### config.mk
export PLATFORM = sky130hd
export DESIGN_NAME = lrr_mul
export DESIGN_NICKNAME = d
export VERILOG_FILES = /design/src/rtl/leverage_residual_reweight_assert.svh /design/src/rtl/lrr_mul.sv
export SDC_FILE = /design/constraint.sdc
export NUM_CORES = 2
export LEC_CHECK = 0
export BUFFER_PORTS_ARGS = -buffer_cell sky130_fd_sc_hd__clkbuf_2
export CAP_MARGIN = 20
export CORE_UTILIZATION = 60
export DETAILED_ROUTE_END_ITERATION = 10
export GPL_TIMING_DRIVEN = 0
export PLACE_DENSITY = 0.77
export SETUP_SLACK_MARGIN = 0.5
export SYNTH_ARGS = -nofsm -noshare
export SYNTH_HDL_FRONTEND = slang
export SYNTH_SLANG_ARGS = --single-unit
### constraint.sdc
create_clock -name clk_i -period 11.7 [get_ports clk_i]
set_clock_uncertainty 0.1 [all_clocks]
set_input_delay 1.755 -clock clk_i [delete_from_list [all_inputs] [get_ports clk_i]]
set_output_delay 1.755 -clock clk_i [all_outputs]
set_load 0.03 [all_outputs]
### src/rtl/leverage_residual_reweight_assert.svh
// Assertion macros for the leverage residual reweighting block.
`ifndef LEVERAGE_RESIDUAL_REWEIGHT_ASSERT_SVH
`define LEVERAGE_RESIDUAL_REWEIGHT_ASSERT_SVH
`ifndef SYNTHESIS
`define LRR_ASSERT(lbl, prop, msg) \
  lbl: assert property (@(posedge clk_i) disable iff (!rst_ni) prop) else $error(msg);
`define LRR_ASSERT_RST(lbl, prop, msg) \
  lbl: assert property (@(posedge clk_i) prop) else $error(msg);
`else
`define LRR_ASSERT(lbl, prop, msg)
`define LRR_ASSERT_RST(lbl, prop, msg)
`endif
`endif

### src/rtl/lrr_mul.sv
// Shared signed 33x33 multiplier with a registered product.
module lrr_mul (
  input  logic               clk_i,
  input  logic signed [32:0] a_i,
  input  logic signed [32:0] b_i,
  output logic signed [65:0] p_o
);

  logic signed [65:0] p_q;

  always_ff @(posedge clk_i) begin
    p_q <= a_i * b_i;
  end

  assign p_o = p_q;

endmodule

# --- Word-level counts from Yosys, hierarchy flattened ---
# Cells that the tools add are included.
op_classes:
  multipliers: 1
op_table:
  columns: ["cell", "n"]
  rows:
  - ["$mul A33 B33 Y66", 1]
totals:
  out_inout_bits: 66
  elab_cells: 2
  reg_bits: 66
  in_bits: 67

# --- Longest topological paths before layout ---
logic_depth:
  depth_word: 1
  depth_mapped: 27
  ltp_nobuf: 26

# --- Least setup slack after synthesis ---
# No wires, ideal clock.
synth_path:
  path_kind: "input to register"
  start: "in a_i[32]"
  end: "reg p_q[62], in the netlist p_o[62]"
  required_time_ns: 11.521
  setup_time_ns: 0.079
  cell_stages: 23
  path_buffers: 2
  slack_ns: 2.609
  arrival_time_ns: 8.912
  cell_sequence: "clkbuf_1 -> nand2_1 -> inv_1 -> fa_1 -> fa_1 -> fa_1 -> fa_1 -> fa_1 -> fa_1 -> fa_1 -> inv_1 -> fa_1 -> inv_1 -> ha_1 -> clkbuf_1 -> and3_1 -> nand3_1 -> nand2b_1 -> a2111oi_4 -> a211oi_4 -> a21o_2 -> a21o_1 -> a211oi_2"
synth_via:
  elab_chain_len: 1
synth_rtl:
  columns: ["element", "line", "text"]
  rows:
  - ["start, declared", "lrr_mul.sv:4", "input logic signed [32:0] a_i,"]
  - ["$mul A33 B33 Y66", "lrr_mul.sv:12", "p_q <= a_i * b_i;"]
  - ["end signal, assigned", "lrr_mul.sv:12", null]
  - ["end, declared", "lrr_mul.sv:9", "logic signed [65:0] p_q;"]
# Every way passes these cells.

# --- Worst setup path in the final report ---
layout_path:
  start: "in a_i[32]"
  end: "reg p_q[64], in the netlist p_o[64]"
# The elaborated chain is that of the path after synthesis.

==> results by stage <==
Outcome:
- The flow ran to the end, and the final reports show no timing, DRC or antenna violations.

Route:
- The total vias in the final route is 31200.
- In the final routed layout, each cell accounts on average for 26.4 microns.
- The final antenna-violating net count is 0.
- The number of iterations in the first detailed-routing pass is 6.
- The total wire length after detailed routing is approximately 140000 microns.
- The DRC violation count after routing is 0.
- The number of DRC markers in iteration 0 is 3114.
- After detailed routing, the number of vias per cell comes to between 5 and 6.

Setup path:
- The cell type group with the largest total delay on the critical path is adder cells.
- The number of buffers and inverters on the critical path is 6.
- The critical path goes through clkbuf_2 -> clkbuf_1 -> nand2_1 -> inv_1 -> fa_1 -> fa_1 -> fa_1 -> fa_1 -> fa_1 -> fa_1 -> fa_1 -> inv_1 -> fa_1 -> inv_1 -> ha_1 -> clkbuf_1 -> nand4_1 -> nor3_1 -> o311ai_4 -> nand3_2 -> a211oi_1 -> a311oi_1.
- On the critical path, the stage with the largest delay is an instance of fa_1.
- The category of the critical setup timing path is in -> reg.
- Tracing the worst setup path back leads to its startpoint at a_i[32].
- The delay of the slowest cell on the worst path is 1290 ps.
- The maximum fanout along the worst path is 17.
- The cell that appears most often on the critical path is fa_1.
- The arrival time of data at the critical path endpoint is between 10000 and 15000 ps.
- At the worst endpoint, the required time is 11890 ps.
- The kind of end point of the critical path is a flop.
- The sort of element at the start of the critical path is a primary input.

Floorplan:
- The initial utilization of the core area, before any placement, comes to 0.607.
- The area of the core is 67200 sq um.
- From left edge to right edge, the die measures 263 microns.
- The initialized floorplan defines 95 standard-cell rows.
- The total I/O pin count is between 100 and 150.
- The area of the die is 68900 sq um.
- Measured along the y axis, the die boundary spans about 260 microns.

Hold path:
- The worst hold path passes through 3 cells.
- The end of the worst hold path is p_o[1]$_DFF_P_.
- The source of the worst hold timing path is a_i[1].
- The kind of path behind the tightest hold check is in -> reg.

Placed design:
- The weighted congestion reported at the end of routability-driven placement is 1.12.
- OpenSTA, run right after detailed placement, puts the worst setup slack at around 570 ps.
- The total cell area at the placement stage is 42500 sq um.
- The count of port buffers added during placement is around 130.
- Detailed placement finished with a half-perimeter wire length of 123000 microns.

Global routing:
- The via count of the first global-routing pass is 33000.
- In the global route stage, overall resource usage came out at 0.431.
- The remaining global-route overflow is 0.
- The initial antenna violation count was 17.
- The first global-routing pass estimated 212000 microns of wire.
- Entering global routing, the biggest net connects 21 pins.

STA:
- For the final routed database, the setup TNS stands at 0 ps.
- The final number of hold-violating endpoints is 0.
- The number of failing setup endpoints in the final timing report is 0.
- Setup slack closes at 853 ps.
- The routed design could run at a clock period as short as 10850 ps.
- Of the available clock period, the critical path in the final layout requires 0.927.
- For the pin with the worst max-slew slack, the measured transition is 1180 ps.
- The final max-slew violation count is 0.
- The maximum clock frequency is just over 90 MHz.
- The worst slew slack as a fraction of its limit is 0.215.
- Setup repair after global routing left no endpoint under its margin.

CTS:
- TritonCTS built the clock tree.
- The number of clock buffers added by TritonCTS is 9.
- The clock passes through at most 2 buffers.
- The number of gates resized after CTS is 0.
- The depth of the CTS H-tree is 3.
- The CTS clock-pin slew for the worst setup and hold paths is 80 ps.
- Post-CTS timing repair inserted 0 buffers for setup.
- The library cell used as clock root buffer is clkbuf_16.
- After clock tree synthesis, the flow added hold-fix buffers numbering 0.
- CTS saw 66 sinks.

Logic synthesis:
- The number of synthesized flops with an enable pin is 0.
- During synthesis, Yosys emitted a total of 0 warnings.
- After synthesis, the cell types taking the most area are fa_1 56%, inv_1 10%, and2_1 8.6%.
- The sequential-to-total area share from yosys stat is 0.0324.
- The number of nets handed over by synthesis was 5767.
- The average footprint of a synthesized cell is roughly 9.4 sq um.
- The portion of synthesized cell area occupied by the leading cell type is 0.563.
- Synthesis handed over a netlist of between 4000 and 5000 instances.
- Summing every instance area after synthesis gives 40700 sq um.
- The dominant register cell in the synthesized netlist is dfxtp_1.
- The async set-or-reset flop fraction in the synthesized netlist is 0.
- Summed over all instances, the cell type with the most area after synthesis is fa_1.
- The count of cell types in the netlist is 80.
- The synthesis-stage register bit count is 66.

Job:
- The number of max-capacitance violations reported is 0.

Layout:
- The finished cells cover roughly 43000 sq um.
- The number of flip-flops under the largest register name is between 60 and 70.
- Leaving out fill and tap cells, the most frequent cell in the layout is fa_1.
- The area growth from synthesis to layout is 5.27%.
- The final-stage net count is approximately 6000.
- The layout has 5724 filler cells.
- The top cell types in the final layout, fill and taps aside, are 1145 x fa_1, 1131 x inv_1, 562 x and2_1.
- The share of post-route cells with drive strength above 1 is 0.0441.
how the worst max path moves through the flow:
| stage | endpoint | slack, ps | cells past startpoint |
|---|---|---|---|
| 2_1_floorplan | p_o[62]$_DFF_P_ | 2610 | 23 |
| 3_3_place_gp | p_o[64]$_DFF_P_ | 560 | 22 |
| 3_5_place_dp | p_o[64]$_DFF_P_ | 570 | 22 |
| 4_1_cts | p_o[64]$_DFF_P_ | 940 | 22 |
| 5_1_grt | p_o[58]$_DFF_P_ | 510 | 24 |
| 6_report | p_o[64]$_DFF_P_ | 850 | 22 |
per-layer routing:
layer,global-route usage,up-vias,share of wire
li1,-,12700,-
met1,0.536,16000,0.35
met2,0.650,1984,0.44
met3,0.114,578,0.11
met4,0.320,8,0.095
met5,0.00485,-,0.00093
final cells by class:
| cell class | instances | area, sq um | area share |
|---|---|---|---|
| repair buffers | 134 | 703 | 0.0164 |
| clock inverters | 6 | 91.3 | 0.00213 |
| plain buffers | 221 | 851 | 0.0198 |
| clock buffers | 10 | 229 | 0.00534 |
| multi-input cells | 2920 | 34300 | 0.800 |
| diodes | 12 | 30.0 | 0.000700 |
| inverters | 1131 | 4250 | 0.0990 |
| well taps | 873 | 1090 | 0.0255 |
| flip-flops and latches | 66 | 1320 | 0.0308 |
kinds of logic after synthesis:
logic type | count (synthesis) | share of synthesized area
compound gates | 219 | 0.0407
flops | 66 | 0.0324
buf+inv | 1352 | 0.125
xor+xnor | 68 | 0.0146
simple gates | 1271 | 0.158
fa+ha+maj | 1362 | 0.629
tightest hold or removal path, delay by kind of cell:
kind / cells / cell delay (ps)
buffers and inverters: 1 / 270
and+or+nand+nor: 1 / 190
adders and majority gates: 1 / 120
cell usage after synthesis (11+ instances only):
master / instances
o21bai_1: 11
xnor2_1: 43
o21ai_0: 25
fa_1: 1145
clkbuf_1: 208
dfxtp_1: 66
inv_1: 1131
nor2_1: 68
buf_2: 11
and2_1: 562
a21oi_1: 57
nand2_1: 551
nand2b_1: 12
nand3_1: 25
nand4_1: 11
ha_1: 217
a21o_1: 36
xor2_1: 25
stage by stage:
stage               utilization  hold WS, ps  std cells
global placement          0.633         2100       5343
global route              0.638         1840       5365
finish                    0.638         1860       5373
floorplan                     -         1780       4338
detailed placement        0.633         2100       5345
CTS                       0.638         1840       5361
Power is not shown: default switching activity piles up to over one toggle a cycle in this logic, so the estimate is an artifact.
